`src/rtl/core/apid_pkg.sv`:
```
// Shared types and constants for the actuator position PID block.
// No dependencies; used by every module in rtl/core.
package apid_pkg;

	localparam int DIV_W = 28;
	localparam int DEN_W = 10;
	localparam int CNT_W = 5;
	localparam int POS_W = 12;
	localparam int ERR_W = 13;
	localparam int E8_W  = 23;
	localparam int PRV_W = 21;
	localparam int DIF_W = 24;
	localparam int MA_W  = 23;
	localparam int MB_W  = 16;
	localparam int PRD_W = MA_W + MB_W;
	localparam int TRM_W = 32;
	localparam int ACC_W = 12;
	localparam int CIDX_W = 3;
	localparam int CDAT_W = 16;

	localparam logic [1:0] OP_TICK   = 2'd0;
	localparam logic [1:0] OP_TARGET = 2'd1;
	localparam logic [1:0] OP_CLEAR  = 2'd2;

	localparam logic [CIDX_W-1:0] REG_KP    = 3'd0;
	localparam logic [CIDX_W-1:0] REG_KI    = 3'd1;
	localparam logic [CIDX_W-1:0] REG_KD    = 3'd2;
	localparam logic [CIDX_W-1:0] REG_BIAS  = 3'd3;
	localparam logic [CIDX_W-1:0] REG_FBMIN = 3'd4;
	localparam logic [CIDX_W-1:0] REG_FBMAX = 3'd5;
	localparam logic [CIDX_W-1:0] REG_PWMIN = 3'd6;
	localparam logic [CIDX_W-1:0] REG_PWMAX = 3'd7;

	localparam logic [1:0] MUL_I = 2'd0;
	localparam logic [1:0] MUL_P = 2'd1;
	localparam logic [1:0] MUL_D = 2'd2;

	// n*256/100 == n*64/25; floor(m/25) == (m * BIAS_RECIP) >> 32 for m < 2**27
	localparam logic [27:0] BIAS_RECIP = 28'd171798692;

	typedef struct packed {
		logic [15:0] kp;
		logic [15:0] ki;
		logic [15:0] kd;
		logic [7:0]  bias;
		logic [9:0]  fb_min;
		logic [9:0]  fb_max;
		logic [9:0]  pwm_min;
		logic [9:0]  pwm_max;
	} cfg_t;

	typedef struct packed {
		logic       disp;
		logic       ramp;
		logic       div_go;
		logic       take_pos;
		logic       err;
		logic       take_e8;
		logic       mul_en;
		logic [1:0] mul_sel;
		logic       take_i;
		logic       take_p;
		logic       take_d;
		logic       finish;
		logic       capture;
	} cmd_t;

	typedef struct packed {
		logic tick;
		logic div_done;
	} stat_t;

endpackage

```
`src/rtl/core/actuator_position_pid.sv`:
```
// Position PID controller for a fuel-quantity actuator, with setpoint ramp.
// A control tick runs a divider pass for the feedback mapping plus sequenced scaling
// and multiplies; other requests go straight to the result.
// One request at a time; a result waits in an output register while the next
// request is taken. Reset (arst_n low) restores register defaults, setpoint 42, all
// other controller state 0. Uses apid_pkg/cfg/ctrl/dp/div.
module actuator_position_pid #(
	parameter int SLEW_STEP    = 1,
	parameter int POSITION_MAX = 1023
) (
	input  logic                        clk,
	input  logic                        arst_n,
	input  logic                        cfg_valid,
	output logic                        cfg_ready,
	input  logic [apid_pkg::CIDX_W-1:0] cfg_index,
	input  logic [apid_pkg::CDAT_W-1:0] cfg_data,
	input  logic                        in_valid,
	output logic                        in_ready,
	input  logic [1:0]                  op,
	input  logic [9:0]                  target_position,
	input  logic [9:0]                  feedback_sample,
	input  logic                        skip_drive,
	output logic                        out_valid,
	input  logic                        out_ready,
	output logic [9:0]                  ramped_setpoint,
	output logic [9:0]                  actuator_position,
	output logic signed [20:0]          p_term,
	output logic [17:0]                 i_term,
	output logic signed [21:0]          d_term,
	output logic [9:0]                  duty,
	output logic                        duty_written,
	output logic [9:0]                  accuracy
);

	apid_pkg::cfg_t  cfg;
	apid_pkg::cmd_t  cmd;
	apid_pkg::stat_t stat;

	assign cfg_ready = 1'b1;

	apid_cfg u_cfg (
		.clk     (clk),
		.arst_n  (arst_n),
		.wr_en   (cfg_valid),
		.wr_idx  (cfg_index),
		.wr_data (cfg_data),
		.cfg     (cfg)
	);

	apid_ctrl u_ctrl (
		.clk       (clk),
		.arst_n    (arst_n),
		.in_valid  (in_valid),
		.in_ready  (in_ready),
		.out_valid (out_valid),
		.out_ready (out_ready),
		.stat      (stat),
		.cmd       (cmd)
	);

	apid_dp #(
		.SLEW_STEP    (SLEW_STEP),
		.POSITION_MAX (POSITION_MAX)
	) u_dp (
		.clk          (clk),
		.arst_n       (arst_n),
		.cmd          (cmd),
		.stat         (stat),
		.cfg          (cfg),
		.in_take      (in_valid && in_ready),
		.in_op        (op),
		.in_target    (target_position),
		.in_sample    (feedback_sample),
		.in_skip      (skip_drive),
		.res_setpoint (ramped_setpoint),
		.res_position (actuator_position),
		.res_p        (p_term),
		.res_i        (i_term),
		.res_d        (d_term),
		.res_duty     (duty),
		.res_written  (duty_written),
		.res_accuracy (accuracy)
	);

endmodule

```
`src/rtl/core/apid_cfg.sv`:
```
// Configuration register file for the PID block.
// Depends on apid_pkg.
module apid_cfg (
	input  logic                        clk,
	input  logic                        arst_n,
	input  logic                        wr_en,
	input  logic [apid_pkg::CIDX_W-1:0] wr_idx,
	input  logic [apid_pkg::CDAT_W-1:0] wr_data,
	output apid_pkg::cfg_t              cfg
);

	apid_pkg::cfg_t cfg_q;

	always_ff @(posedge clk or negedge arst_n) begin
		if (!arst_n) begin
			cfg_q.kp      <= 16'd256;
			cfg_q.ki      <= 16'd0;
			cfg_q.kd      <= 16'd0;
			cfg_q.bias    <= 8'd100;
			cfg_q.fb_min  <= 10'd0;
			cfg_q.fb_max  <= 10'd1023;
			cfg_q.pwm_min <= 10'd0;
			cfg_q.pwm_max <= 10'd1023;
		end else if (wr_en) begin
			case (wr_idx)
				apid_pkg::REG_KP:    cfg_q.kp      <= wr_data;
				apid_pkg::REG_KI:    cfg_q.ki      <= wr_data;
				apid_pkg::REG_KD:    cfg_q.kd      <= wr_data;
				apid_pkg::REG_BIAS:  cfg_q.bias    <= wr_data[7:0];
				apid_pkg::REG_FBMIN: cfg_q.fb_min  <= wr_data[9:0];
				apid_pkg::REG_FBMAX: cfg_q.fb_max  <= wr_data[9:0];
				apid_pkg::REG_PWMIN: cfg_q.pwm_min <= wr_data[9:0];
				apid_pkg::REG_PWMAX: cfg_q.pwm_max <= wr_data[9:0];
				default: ;
			endcase
		end
	end

	assign cfg = cfg_q;

endmodule

```
`src/rtl/core/apid_div.sv`:
```
// Restoring unsigned divider, one quotient bit per cycle.
// Depends on apid_pkg.
module apid_div (
	input  logic                       clk,
	input  logic                       arst_n,
	input  logic                       start,
	input  logic [apid_pkg::DIV_W-1:0] dividend,
	input  logic [apid_pkg::DEN_W-1:0] divisor,
	output logic [apid_pkg::DIV_W-1:0] quotient,
	output logic                       done
);

	localparam logic [apid_pkg::CNT_W-1:0] LAST = apid_pkg::CNT_W'(apid_pkg::DIV_W - 1);

	logic                        busy_q;
	logic                        done_q;
	logic [apid_pkg::CNT_W-1:0]  cnt_q;
	logic [apid_pkg::DEN_W-1:0]  rem_q;
	logic [apid_pkg::DEN_W-1:0]  den_q;
	logic [apid_pkg::DIV_W-1:0]  quo_q;
	logic [apid_pkg::DEN_W:0]    trial;
	logic                        ge;

	always_comb begin
		trial = {rem_q, quo_q[apid_pkg::DIV_W-1]};
		ge    = trial >= {1'b0, den_q};
	end

	always_ff @(posedge clk or negedge arst_n) begin
		if (!arst_n) begin
			busy_q <= 1'b0;
			done_q <= 1'b0;
			cnt_q  <= '0;
		end else begin
			done_q <= 1'b0;
			if (start) begin
				busy_q <= 1'b1;
				cnt_q  <= '0;
			end else if (busy_q) begin
				cnt_q <= cnt_q + 1'b1;
				if (cnt_q == LAST) begin
					busy_q <= 1'b0;
					done_q <= 1'b1;
				end
			end
		end
	end

	always_ff @(posedge clk) begin
		if (start) begin
			rem_q <= '0;
			den_q <= divisor;
			quo_q <= dividend;
		end else if (busy_q) begin
			rem_q <= ge ? apid_pkg::DEN_W'(trial - {1'b0, den_q}) : trial[apid_pkg::DEN_W-1:0];
			quo_q <= {quo_q[apid_pkg::DIV_W-2:0], ge};
		end
	end

	assign quotient = quo_q;
	assign done     = done_q;

endmodule

```
`src/rtl/core/apid_ctrl.sv`:
```
// Sequencer for the PID block: handshakes and datapath commands.
// Depends on apid_pkg.
module apid_ctrl (
	input  logic            clk,
	input  logic            arst_n,
	input  logic            in_valid,
	output logic            in_ready,
	output logic            out_valid,
	input  logic            out_ready,
	input  apid_pkg::stat_t stat,
	output apid_pkg::cmd_t  cmd
);

	typedef enum logic [3:0] {
		S_IDLE, S_DISP, S_RAMP, S_DIVP, S_ERR, S_BIAS,
		S_MULI, S_MULP, S_MULD, S_TAKED, S_OUT, S_HOLD
	} state_t;

	state_t state_q;
	logic   out_valid_q;
	logic   slot_free;

	assign slot_free = !out_valid_q || out_ready;

	always_comb begin
		cmd = '0;
		case (state_q)
			S_DISP: cmd.disp = 1'b1;
			S_RAMP: begin
				cmd.ramp   = 1'b1;
				cmd.div_go = 1'b1;
			end
			S_DIVP: cmd.take_pos = stat.div_done;
			S_ERR:  cmd.err = 1'b1;
			S_BIAS: cmd.take_e8 = 1'b1;
			S_MULI: begin
				cmd.mul_en  = 1'b1;
				cmd.mul_sel = apid_pkg::MUL_I;
			end
			S_MULP: begin
				cmd.mul_en  = 1'b1;
				cmd.mul_sel = apid_pkg::MUL_P;
				cmd.take_i  = 1'b1;
			end
			S_MULD: begin
				cmd.mul_en  = 1'b1;
				cmd.mul_sel = apid_pkg::MUL_D;
				cmd.take_p  = 1'b1;
			end
			S_TAKED: cmd.take_d = 1'b1;
			S_OUT:   cmd.finish = 1'b1;
			S_HOLD:  cmd.capture = slot_free;
			default: ;
		endcase
	end

	always_ff @(posedge clk or negedge arst_n) begin
		if (!arst_n) begin
			state_q     <= S_IDLE;
			out_valid_q <= 1'b0;
		end else begin
			if (state_q == S_HOLD && slot_free) out_valid_q <= 1'b1;
			else if (out_ready)                 out_valid_q <= 1'b0;
			case (state_q)
				S_IDLE:  if (in_valid) state_q <= S_DISP;
				S_DISP:  state_q <= stat.tick ? S_RAMP : S_HOLD;
				S_RAMP:  state_q <= S_DIVP;
				S_DIVP:  if (stat.div_done) state_q <= S_ERR;
				S_ERR:   state_q <= S_BIAS;
				S_BIAS:  state_q <= S_MULI;
				S_MULI:  state_q <= S_MULP;
				S_MULP:  state_q <= S_MULD;
				S_MULD:  state_q <= S_TAKED;
				S_TAKED: state_q <= S_OUT;
				S_OUT:   state_q <= S_HOLD;
				S_HOLD:  if (slot_free) state_q <= S_IDLE;
				default: state_q <= S_IDLE;
			endcase
		end
	end

	assign in_ready  = (state_q == S_IDLE);
	assign out_valid = out_valid_q;

endmodule

```
`src/rtl/core/apid_dp.sv`:
```
// Datapath of the PID block: state registers, mapping, PID math, result registers.
// Depends on apid_pkg and apid_div.
module apid_dp #(
	parameter int SLEW_STEP    = 1,
	parameter int POSITION_MAX = 1023
) (
	input  logic                clk,
	input  logic                arst_n,
	input  apid_pkg::cmd_t      cmd,
	output apid_pkg::stat_t     stat,
	input  apid_pkg::cfg_t      cfg,
	input  logic                in_take,
	input  logic [1:0]          in_op,
	input  logic [9:0]          in_target,
	input  logic [9:0]          in_sample,
	input  logic                in_skip,
	output logic [9:0]          res_setpoint,
	output logic [9:0]          res_position,
	output logic signed [20:0]  res_p,
	output logic [17:0]         res_i,
	output logic signed [21:0]  res_d,
	output logic [9:0]          res_duty,
	output logic                res_written,
	output logic [9:0]          res_accuracy
);

	localparam logic [apid_pkg::POS_W-1:0] PMAX = apid_pkg::POS_W'(POSITION_MAX);
	localparam logic signed [11:0] STEP = 12'(SLEW_STEP);

	// latched request
	logic [1:0] op_q;
	logic [9:0] tgt_in_q, raw_q;
	logic       skip_q;

	// controller state
	logic [9:0]                        sp_q, target_q, duty_reg_q;
	logic [17:0]                       integ_q;
	logic signed [apid_pkg::PRV_W-1:0] prev_q;
	logic [apid_pkg::ACC_W-1:0]        acc_q;

	// per-tick working registers
	logic                              neg_q, zden_q;
	logic [apid_pkg::POS_W-1:0]        pos_q;
	logic signed [apid_pkg::ERR_W-1:0] e_q;
	logic [19:0]                       bprod_q;
	logic signed [apid_pkg::E8_W-1:0]  e8_q;
	logic [apid_pkg::PRD_W-1:0]        prod_q;
	logic signed [20:0]                p_q;
	logic signed [21:0]                d_q;
	logic [9:0]                        duty_q;
	logic                              wr_q;

	// result registers
	logic [9:0]         o_sp_q, o_pos_q, o_duty_q, o_acc_q;
	logic signed [20:0] o_p_q;
	logic [17:0]        o_i_q;
	logic signed [21:0] o_d_q;
	logic               o_wr_q;

	// divider
	logic [apid_pkg::DIV_W-1:0] div_a, quo;
	logic [apid_pkg::DEN_W-1:0] div_b;
	logic                       div_done;

	logic signed [11:0] sp_s, tg_s, up_s, dn_s, sp_nx;
	logic signed [11:0] rdiff;
	logic signed [24:0] num;
	logic [24:0]        num_mag;
	logic signed [10:0] den;
	logic [9:0]         den_mag;
	logic signed [apid_pkg::ERR_W-1:0] e_now;
	logic [11:0]        emag_now;
	logic [19:0]        bias_prod;
	logic [53:0]        bscl;
	logic [apid_pkg::POS_W-1:0] pos_nx;
	logic [21:0]        e8_mag;
	logic signed [apid_pkg::DIF_W-1:0] diff;
	logic [apid_pkg::DIF_W-1:0]        diff_abs;
	logic [apid_pkg::MA_W-1:0]  mul_a;
	logic [apid_pkg::MB_W-1:0]  mul_b;
	logic [30:0]                trm_mag;
	logic                       trm_neg;
	logic signed [apid_pkg::TRM_W-1:0] trm;
	logic signed [33:0] isum, ihi, ilo, iclamp;
	logic signed [24:0] outv, ohi, olo;
	logic [9:0]         duty_nx;
	logic signed [apid_pkg::E8_W-1:0] e8_div;

	always_comb begin
		sp_s = 12'({2'b0, sp_q});
		tg_s = 12'({2'b0, target_q});
		up_s = sp_s + STEP;
		dn_s = sp_s - STEP;
		if (sp_s < tg_s)      sp_nx = (up_s > tg_s) ? tg_s : up_s;
		else if (sp_s > tg_s) sp_nx = (dn_s < tg_s) ? tg_s : dn_s;
		else                  sp_nx = sp_s;

		rdiff   = $signed({2'b0, raw_q}) - $signed({2'b0, cfg.fb_min});
		num     = 25'(rdiff) * $signed({13'b0, PMAX});
		num_mag = num[24] ? 25'(-num) : 25'(num);
		den     = $signed({1'b0, cfg.fb_max}) - $signed({1'b0, cfg.fb_min});
		den_mag = den[10] ? 10'(-den) : 10'(den);

		e_now    = $signed({3'b0, sp_q}) - $signed({1'b0, pos_q});
		emag_now = e_now[apid_pkg::ERR_W-1] ? 12'(-e_now) : 12'(e_now);
		bias_prod = emag_now * cfg.bias;

		div_a = apid_pkg::DIV_W'(num_mag);
		div_b = den_mag;

		if (zden_q || neg_q)                  pos_nx = '0;
		else if (quo > apid_pkg::DIV_W'(PMAX)) pos_nx = PMAX;
		else                                  pos_nx = quo[apid_pkg::POS_W-1:0];

		// |e| * bias * 256 / 100, truncated
		bscl   = {bprod_q, 6'b0} * apid_pkg::BIAS_RECIP;
		e8_div = -$signed({1'b0, bscl[53:32]});

		e8_mag   = e8_q[apid_pkg::E8_W-1] ? 22'(-e8_q) : 22'(e8_q);
		diff     = $signed({e8_q[apid_pkg::E8_W-1], e8_q}) - 24'(prev_q);
		diff_abs = diff[apid_pkg::DIF_W-1] ? 24'(-diff) : 24'(diff);

		case (cmd.mul_sel)
			apid_pkg::MUL_I: begin
				mul_a = {1'b0, e8_mag};
				mul_b = cfg.ki;
			end
			apid_pkg::MUL_P: begin
				mul_a = {1'b0, e8_mag};
				mul_b = cfg.kp;
			end
			apid_pkg::MUL_D: begin
				mul_a = diff_abs[apid_pkg::MA_W-1:0];
				mul_b = cfg.kd;
			end
			default: begin
				mul_a = '0;
				mul_b = '0;
			end
		endcase

		trm_mag = prod_q[apid_pkg::PRD_W-1:8];
		trm_neg = cmd.take_d ? diff[apid_pkg::DIF_W-1] : e8_q[apid_pkg::E8_W-1];
		trm     = trm_neg ? -$signed({1'b0, trm_mag}) : $signed({1'b0, trm_mag});

		ihi    = $signed({16'b0, cfg.pwm_max, 8'b0});
		ilo    = $signed({16'b0, cfg.pwm_min, 8'b0});
		isum   = $signed({16'b0, integ_q}) + 34'(trm);
		iclamp = (isum > ihi) ? ihi : isum;
		if (iclamp < ilo) iclamp = ilo;

		outv = 25'(p_q) + $signed({7'b0, integ_q}) + 25'(d_q);
		ohi  = $signed({7'b0, cfg.pwm_max, 8'b0});
		olo  = $signed({7'b0, cfg.pwm_min, 8'b0});
		if (outv > ohi)      duty_nx = cfg.pwm_max;
		else if (outv < olo) duty_nx = cfg.pwm_min;
		else                 duty_nx = outv[17:8];
		if (sp_q == 10'd0) duty_nx = '0;
	end

	apid_div u_div (
		.clk      (clk),
		.arst_n   (arst_n),
		.start    (cmd.div_go),
		.dividend (div_a),
		.divisor  (div_b),
		.quotient (quo),
		.done     (div_done)
	);

	always_ff @(posedge clk or negedge arst_n) begin
		if (!arst_n) begin
			sp_q       <= 10'd42;
			target_q   <= '0;
			integ_q    <= '0;
			prev_q     <= '0;
			acc_q      <= '0;
			duty_reg_q <= '0;
			op_q       <= apid_pkg::OP_TICK;
		end else begin
			if (in_take) op_q <= in_op;
			if (cmd.disp) begin
				if (op_q == apid_pkg::OP_TARGET) begin
					target_q <= tgt_in_q;
					if (tgt_in_q == 10'd0) sp_q <= '0;
				end else if (op_q == apid_pkg::OP_CLEAR) begin
					integ_q <= '0;
				end
			end
			if (cmd.ramp) sp_q <= sp_nx[9:0];
			if (cmd.err)
				acc_q <= 12'(({1'b0, acc_q} + {1'b0, emag_now}) >> 1);
			if (cmd.take_i) integ_q <= iclamp[17:0];
			if (cmd.finish) begin
				if (e8_q > 23'sd1048575)       prev_q <= 21'sd1048575;
				else if (e8_q < -23'sd1048576) prev_q <= -21'sd1048576;
				else                          prev_q <= e8_q[20:0];
				if (!skip_q) duty_reg_q <= duty_nx;
			end
		end
	end

	always_ff @(posedge clk) begin
		if (in_take) begin
			tgt_in_q <= in_target;
			raw_q    <= in_sample;
			skip_q   <= in_skip;
		end
		if (cmd.disp) begin
			pos_q  <= '0;
			p_q    <= '0;
			d_q    <= '0;
			wr_q   <= 1'b0;
			duty_q <= duty_reg_q;
		end
		if (cmd.ramp) begin
			neg_q  <= num[24] ^ den[10];
			zden_q <= (den == 11'sd0);
		end
		if (cmd.take_pos) pos_q <= pos_nx;
		if (cmd.err) begin
			e_q     <= e_now;
			bprod_q <= bias_prod;
		end
		if (cmd.take_e8)
			e8_q <= e_q[apid_pkg::ERR_W-1] ? e8_div : $signed({3'b0, e_q[11:0], 8'b0});
		if (cmd.mul_en) prod_q <= mul_a * mul_b;
		if (cmd.take_p) begin
			if (trm > 32'sd1048575)       p_q <= 21'sd1048575;
			else if (trm < -32'sd1048576) p_q <= -21'sd1048576;
			else                          p_q <= trm[20:0];
		end
		if (cmd.take_d) begin
			if (trm > 32'sd2097151)       d_q <= 22'sd2097151;
			else if (trm < -32'sd2097152) d_q <= -22'sd2097152;
			else                          d_q <= trm[21:0];
		end
		if (cmd.finish) begin
			duty_q <= duty_nx;
			wr_q   <= !skip_q;
		end
		if (cmd.capture) begin
			o_sp_q   <= sp_q;
			o_pos_q  <= pos_q[9:0];
			o_p_q    <= p_q;
			o_i_q    <= integ_q;
			o_d_q    <= d_q;
			o_duty_q <= duty_q;
			o_wr_q   <= wr_q;
			o_acc_q  <= acc_q[9:0];
		end
	end

	assign stat.tick     = (op_q == apid_pkg::OP_TICK);
	assign stat.div_done = div_done;

	assign res_setpoint = o_sp_q;
	assign res_position = o_pos_q;
	assign res_p        = o_p_q;
	assign res_i        = o_i_q;
	assign res_d        = o_d_q;
	assign res_duty     = o_duty_q;
	assign res_written  = o_wr_q;
	assign res_accuracy = o_acc_q;

endmodule

```
`config.mk`:
```
export PLATFORM = sky130hd
export DESIGN_NAME = actuator_position_pid
export DESIGN_NICKNAME = d
export VERILOG_FILES = /design/src/rtl/core/apid_pkg.sv /design/src/rtl/core/actuator_position_pid.sv /design/src/rtl/core/apid_cfg.sv /design/src/rtl/core/apid_div.sv /design/src/rtl/core/apid_ctrl.sv /design/src/rtl/core/apid_dp.sv
export SDC_FILE = /design/constraint.sdc
export NUM_CORES = 2
export LEC_CHECK = 0
export ABC_AREA = 1
export BUFFER_PORTS_ARGS = -buffer_cell sky130_fd_sc_hd__buf_2
export CORE_ASPECT_RATIO = 1.2
export CORE_MARGIN = 4
export CORE_UTILIZATION = 48
export DETAILED_ROUTE_END_ITERATION = 8
export RECOVER_POWER = 50
export SYNTH_ARGS = -nofsm -noshare
export SYNTH_HDL_FRONTEND = slang
export SYNTH_HIERARCHICAL = 1
export SYNTH_SLANG_ARGS = --single-unit
```
`constraint.sdc`:
```
create_clock -name clk -period 11.05 [get_ports clk]
set_input_delay 0 -clock clk [delete_from_list [all_inputs] [get_ports clk]]
set_output_delay 0 -clock clk [all_outputs]
set_load 0.05 [all_outputs]
```
==> impl_summary.log <==
INFO  metric final.fill_count = 11060
INFO  metric yosys_most_used_dff = sky130_fd_sc_hd__edfxtp_1
INFO  metric cts.reportedPaths.clkPinSlew = 60 ps
INFO  metric initial_utilization = 0.484
INFO  metric route.antenna.remaining_nets = 0
INFO  metric final_instance_area = 62100 sq um
INFO  metric timing.setup.critical_path_class = flop to flop
INFO  metric final_common_cell = sky130_fd_sc_hd__nand2_1
INFO  metric worstPathRequired = 11430 ps
INFO  metric run_status = finished, violations left
INFO  metric synth.avg_cell_area = 8.43 sq um
INFO  metric drive_above_1_share = 0.0433
INFO  metric ys_warn_count = 6
INFO  metric min_path_type = primary input to flop
INFO  metric timing.critical_path.slowest_cell_delay = 620 ps
INFO  metric buffer_ports.inserted = 150
INFO  metric cp_data_arrival_time = 10270 ps
INFO  metric syn2layout_area_growth = 8.85%
INFO  metric cap_viol_max_count = 9
INFO  metric synth_enable_flop_cells = 316
INFO  metric report.final.setup_viol = 0
INFO  metric final_net_count = 8210
INFO  metric dieArea = 124000 sq um
INFO  metric drt_pass1_iterations = 6
INFO  metric cts_buffer_depth = 3
INFO  metric slew_headroom = -1.23
INFO  metric gpl.final_weighted_congestion = 0.912
INFO  metric fin_skew = 81.7 ps
INFO  metric first_global_vias = 46513
INFO  metric max_clock_freq = 101 MHz
INFO  metric worstMarginPinSlew = 3350 ps
INFO  metric grtUsageTotal = 0.261
INFO  metric core_area = 118000 sq um
INFO  metric period_share = 0.895
INFO  metric timing.critical_path.fanout_max = 10
INFO  metric synth.ff_latch_count = 517
INFO  metric deepest_level_of_the_cts_h_tree = 2
INFO  metric cts-resized-gates = 0
INFO  metric top_level_ports = 152
INFO  metric synth_cell_types = 74
INFO  metric final_hold_viol_count = 0
INFO  metric worst_path_most_repeated_cell = sky130_fd_sc_hd__nand2_1
INFO  metric cp_slowest_cell = sky130_fd_sc_hd__nor2_1
INFO  metric post_syn_area = 57000 sq um
INFO  metric dpl_cell_area = 59500 sq um
INFO  metric grt_pass1_wl = 254 mm
INFO  metric grt_start_max_net_pins = 69
INFO  metric routed_wirelength = 159 mm
INFO  metric cts-buffers-inserted = 58
INFO  metric finalMaxSlewViolations = 377
INFO  metric post-route-drc-count = 0
INFO  metric via_per_inst = 5.29
INFO  metric clock-sinks = 517
INFO  metric timing.critical_path.to_type = flop
INFO  metric first_iter_violations = 2845
INFO  metric fin_setup_tns = 0 ps
INFO  metric tritoncts = done
INFO  metric clk-insertion-delay-late = 710 ps
INFO  metric num_rows = 138
INFO  metric final_cell_mix = sky130_fd_sc_hd__nand2_1 (1470), sky130_fd_sc_hd__inv_1 (1341), sky130_fd_sc_hd__fa_1 (609)
INFO  metric die_height = 386 um
INFO  metric yosysSeqAreaShare = 0.254
INFO  metric detail_route.wl_per_cell = 18.6 um
INFO  metric rsz0062_at_grt = no
INFO  metric synth_cells = 6764
INFO  metric die_w = 323 um
INFO  metric synthArstFlopShare = 0.369
INFO  metric grt-ovfl-total = 0
INFO  metric detailed_place_hpwl = 129 mm
INFO  metric critPathLaunchType = flop
INFO  metric grt_antenna_before_repair = 10
INFO  metric post-route-min-period = 9890 ps
INFO  metric violated_checks = capacitance limit, slew limit
INFO  metric ctsRootBufferMaster = sky130_fd_sc_hd__clkbuf_16
INFO  metric route.vias.total = 45238
-- registers in the layout (all words and copies together), names as in the netlist, 12 cells and up --
| signal | count |
|---|---|
| u_dp/acc_q | 12 |
| u_dp/integ_q | 18 |
| u_dp/e_q | 13 |
| u_dp/res_d | 22 |
| u_dp/bprod_q | 20 |
| u_dp/p_q | 21 |
| u_dp/d_q | 22 |
| u_dp/e8_q | 23 |
| u_dp/res_p | 21 |
| u_cfg/cfg | 96 |
| u_dp/prev_q | 21 |
| u_dp/u_div/quotient | 28 |
| u_dp/pos_q | 12 |
| u_dp/res_i | 18 |
| u_dp/prod_q | 31 |
-- worst paths after layout --
check	slack, ps	end	cells after the start	start
worst max-delay path	1160	u_dp/prod_q[36]	41	u_dp/e8_q[0]
worst min-delay path	70	u_dp/raw_q[9]	2	feedback_sample[9]
worst max register to register	1160	u_dp/prod_q[36]	41	u_dp/e8_q[0]
worst min register to register	420	u_dp/res_duty[2]	0	u_dp/duty_q[2]
max in group asynchronous	6260	u_dp/integ_q[0]	5	arst_n
min in group asynchronous	1250	u_dp/sp_q[1]	3	arst_n
-- layer usage --
layer	part of all wire	GRT usage	vias up
met5	0.00013	0	-
met4	0.052	0.112	4
met3	0.047	0.0317	387
met2	0.50	0.464	1241
met1	0.41	0.320	21930
li1	-	-	21676
-- cells by family (layout without fill, tap and decap cells) --
| family | count (synthesis) | count (layout) | synth area share |
|---|---|---|---|
| xor gates and xnor gates | 268 | 268 | 0.0411 |
| and+or+nand+nor | 2518 | 2518 | 0.184 |
| DFF | 517 | 517 | 0.254 |
| other | 2 | 12 | 0.000132 |
| AOI/OAI and AO/OA | 729 | 729 | 0.0728 |
| muxes | 2 | 2 | 0.000373 |
| buffers and inverters | 1517 | 1748 | 0.102 |
| adders and majority gates | 1211 | 1211 | 0.346 |
-- metrics by stage --
stage	utilization	hold WS (ps)	worst slack, ps	cells
finish	0.527	72.9	1160	8545
detailed placement	0.505	67.3	1320	8355
CTS	0.529	18.7	1230	8541
global route	0.527	74.5	251	8544
global placement	0.505	67.2	1500	8355
floorplan	-	-296	2570	6771
-- synth_stat cells (28+ instances only) --
| cell type | instances | area share |
|---|---|---|
| sky130_fd_sc_hd__nand2_1 | 1462 | 0.096 |
| sky130_fd_sc_hd__inv_1 | 1340 | 0.088 |
| sky130_fd_sc_hd__fa_1 | 609 | 0.21 |
| sky130_fd_sc_hd__ha_1 | 602 | 0.13 |
| sky130_fd_sc_hd__nor2_1 | 512 | 0.034 |
| sky130_fd_sc_hd__a21oi_1 | 328 | 0.029 |
| sky130_fd_sc_hd__nand3_1 | 324 | 0.028 |
| sky130_fd_sc_hd__edfxtp_1 | 316 | 0.17 |
| sky130_fd_sc_hd__xor2_1 | 207 | 0.032 |
| sky130_fd_sc_hd__o21ai_0 | 172 | 0.015 |
| sky130_fd_sc_hd__dfrtp_1 | 164 | 0.072 |
| sky130_fd_sc_hd__clkbuf_1 | 119 | 0.0078 |
| sky130_fd_sc_hd__xnor2_1 | 61 | 0.0094 |
| sky130_fd_sc_hd__nor3_1 | 57 | 0.0050 |
| sky130_fd_sc_hd__nand4_1 | 44 | 0.0048 |
| sky130_fd_sc_hd__a31oi_1 | 30 | 0.0033 |
| sky130_fd_sc_hd__o21bai_1 | 29 | 0.0038 |
| sky130_fd_sc_hd__o21ai_1 | 28 | 0.0025 |
-- worst max-delay path: cells and delay by family, from the launching register on --
| kind | cells | cell delay (ps) |
|---|---|---|
| fa+ha+maj | 9 | 4020 |
| simple gates | 13 | 2170 |
| compound gates | 10 | 2120 |
| buf+inv | 7 | 520 |
| flops | 1 | 460 |
| xor+xnor | 2 | 290 |
-- repair_timing --
item / CTS / global route
setup buffers: 0 / 0
hold endpoints to repair: 198 / 0
hold buffers: 76 / 0
-- final cells by class --
type	instances	area, sq um	share of cell area
diodes	3	7.51	0.000121
clock buffers	73	1580	0.0255
clock inverters	37	458	0.00737
inverters	1364	5120	0.0825
multi-input cells	4737	36800	0.592
flip-flops and latches	517	14500	0.234
well taps	1540	1930	0.0310
repair buffers	274	1710	0.0275
Power is not shown: default switching activity piles up to over one toggle a cycle in this logic, so the estimate is an artifact.
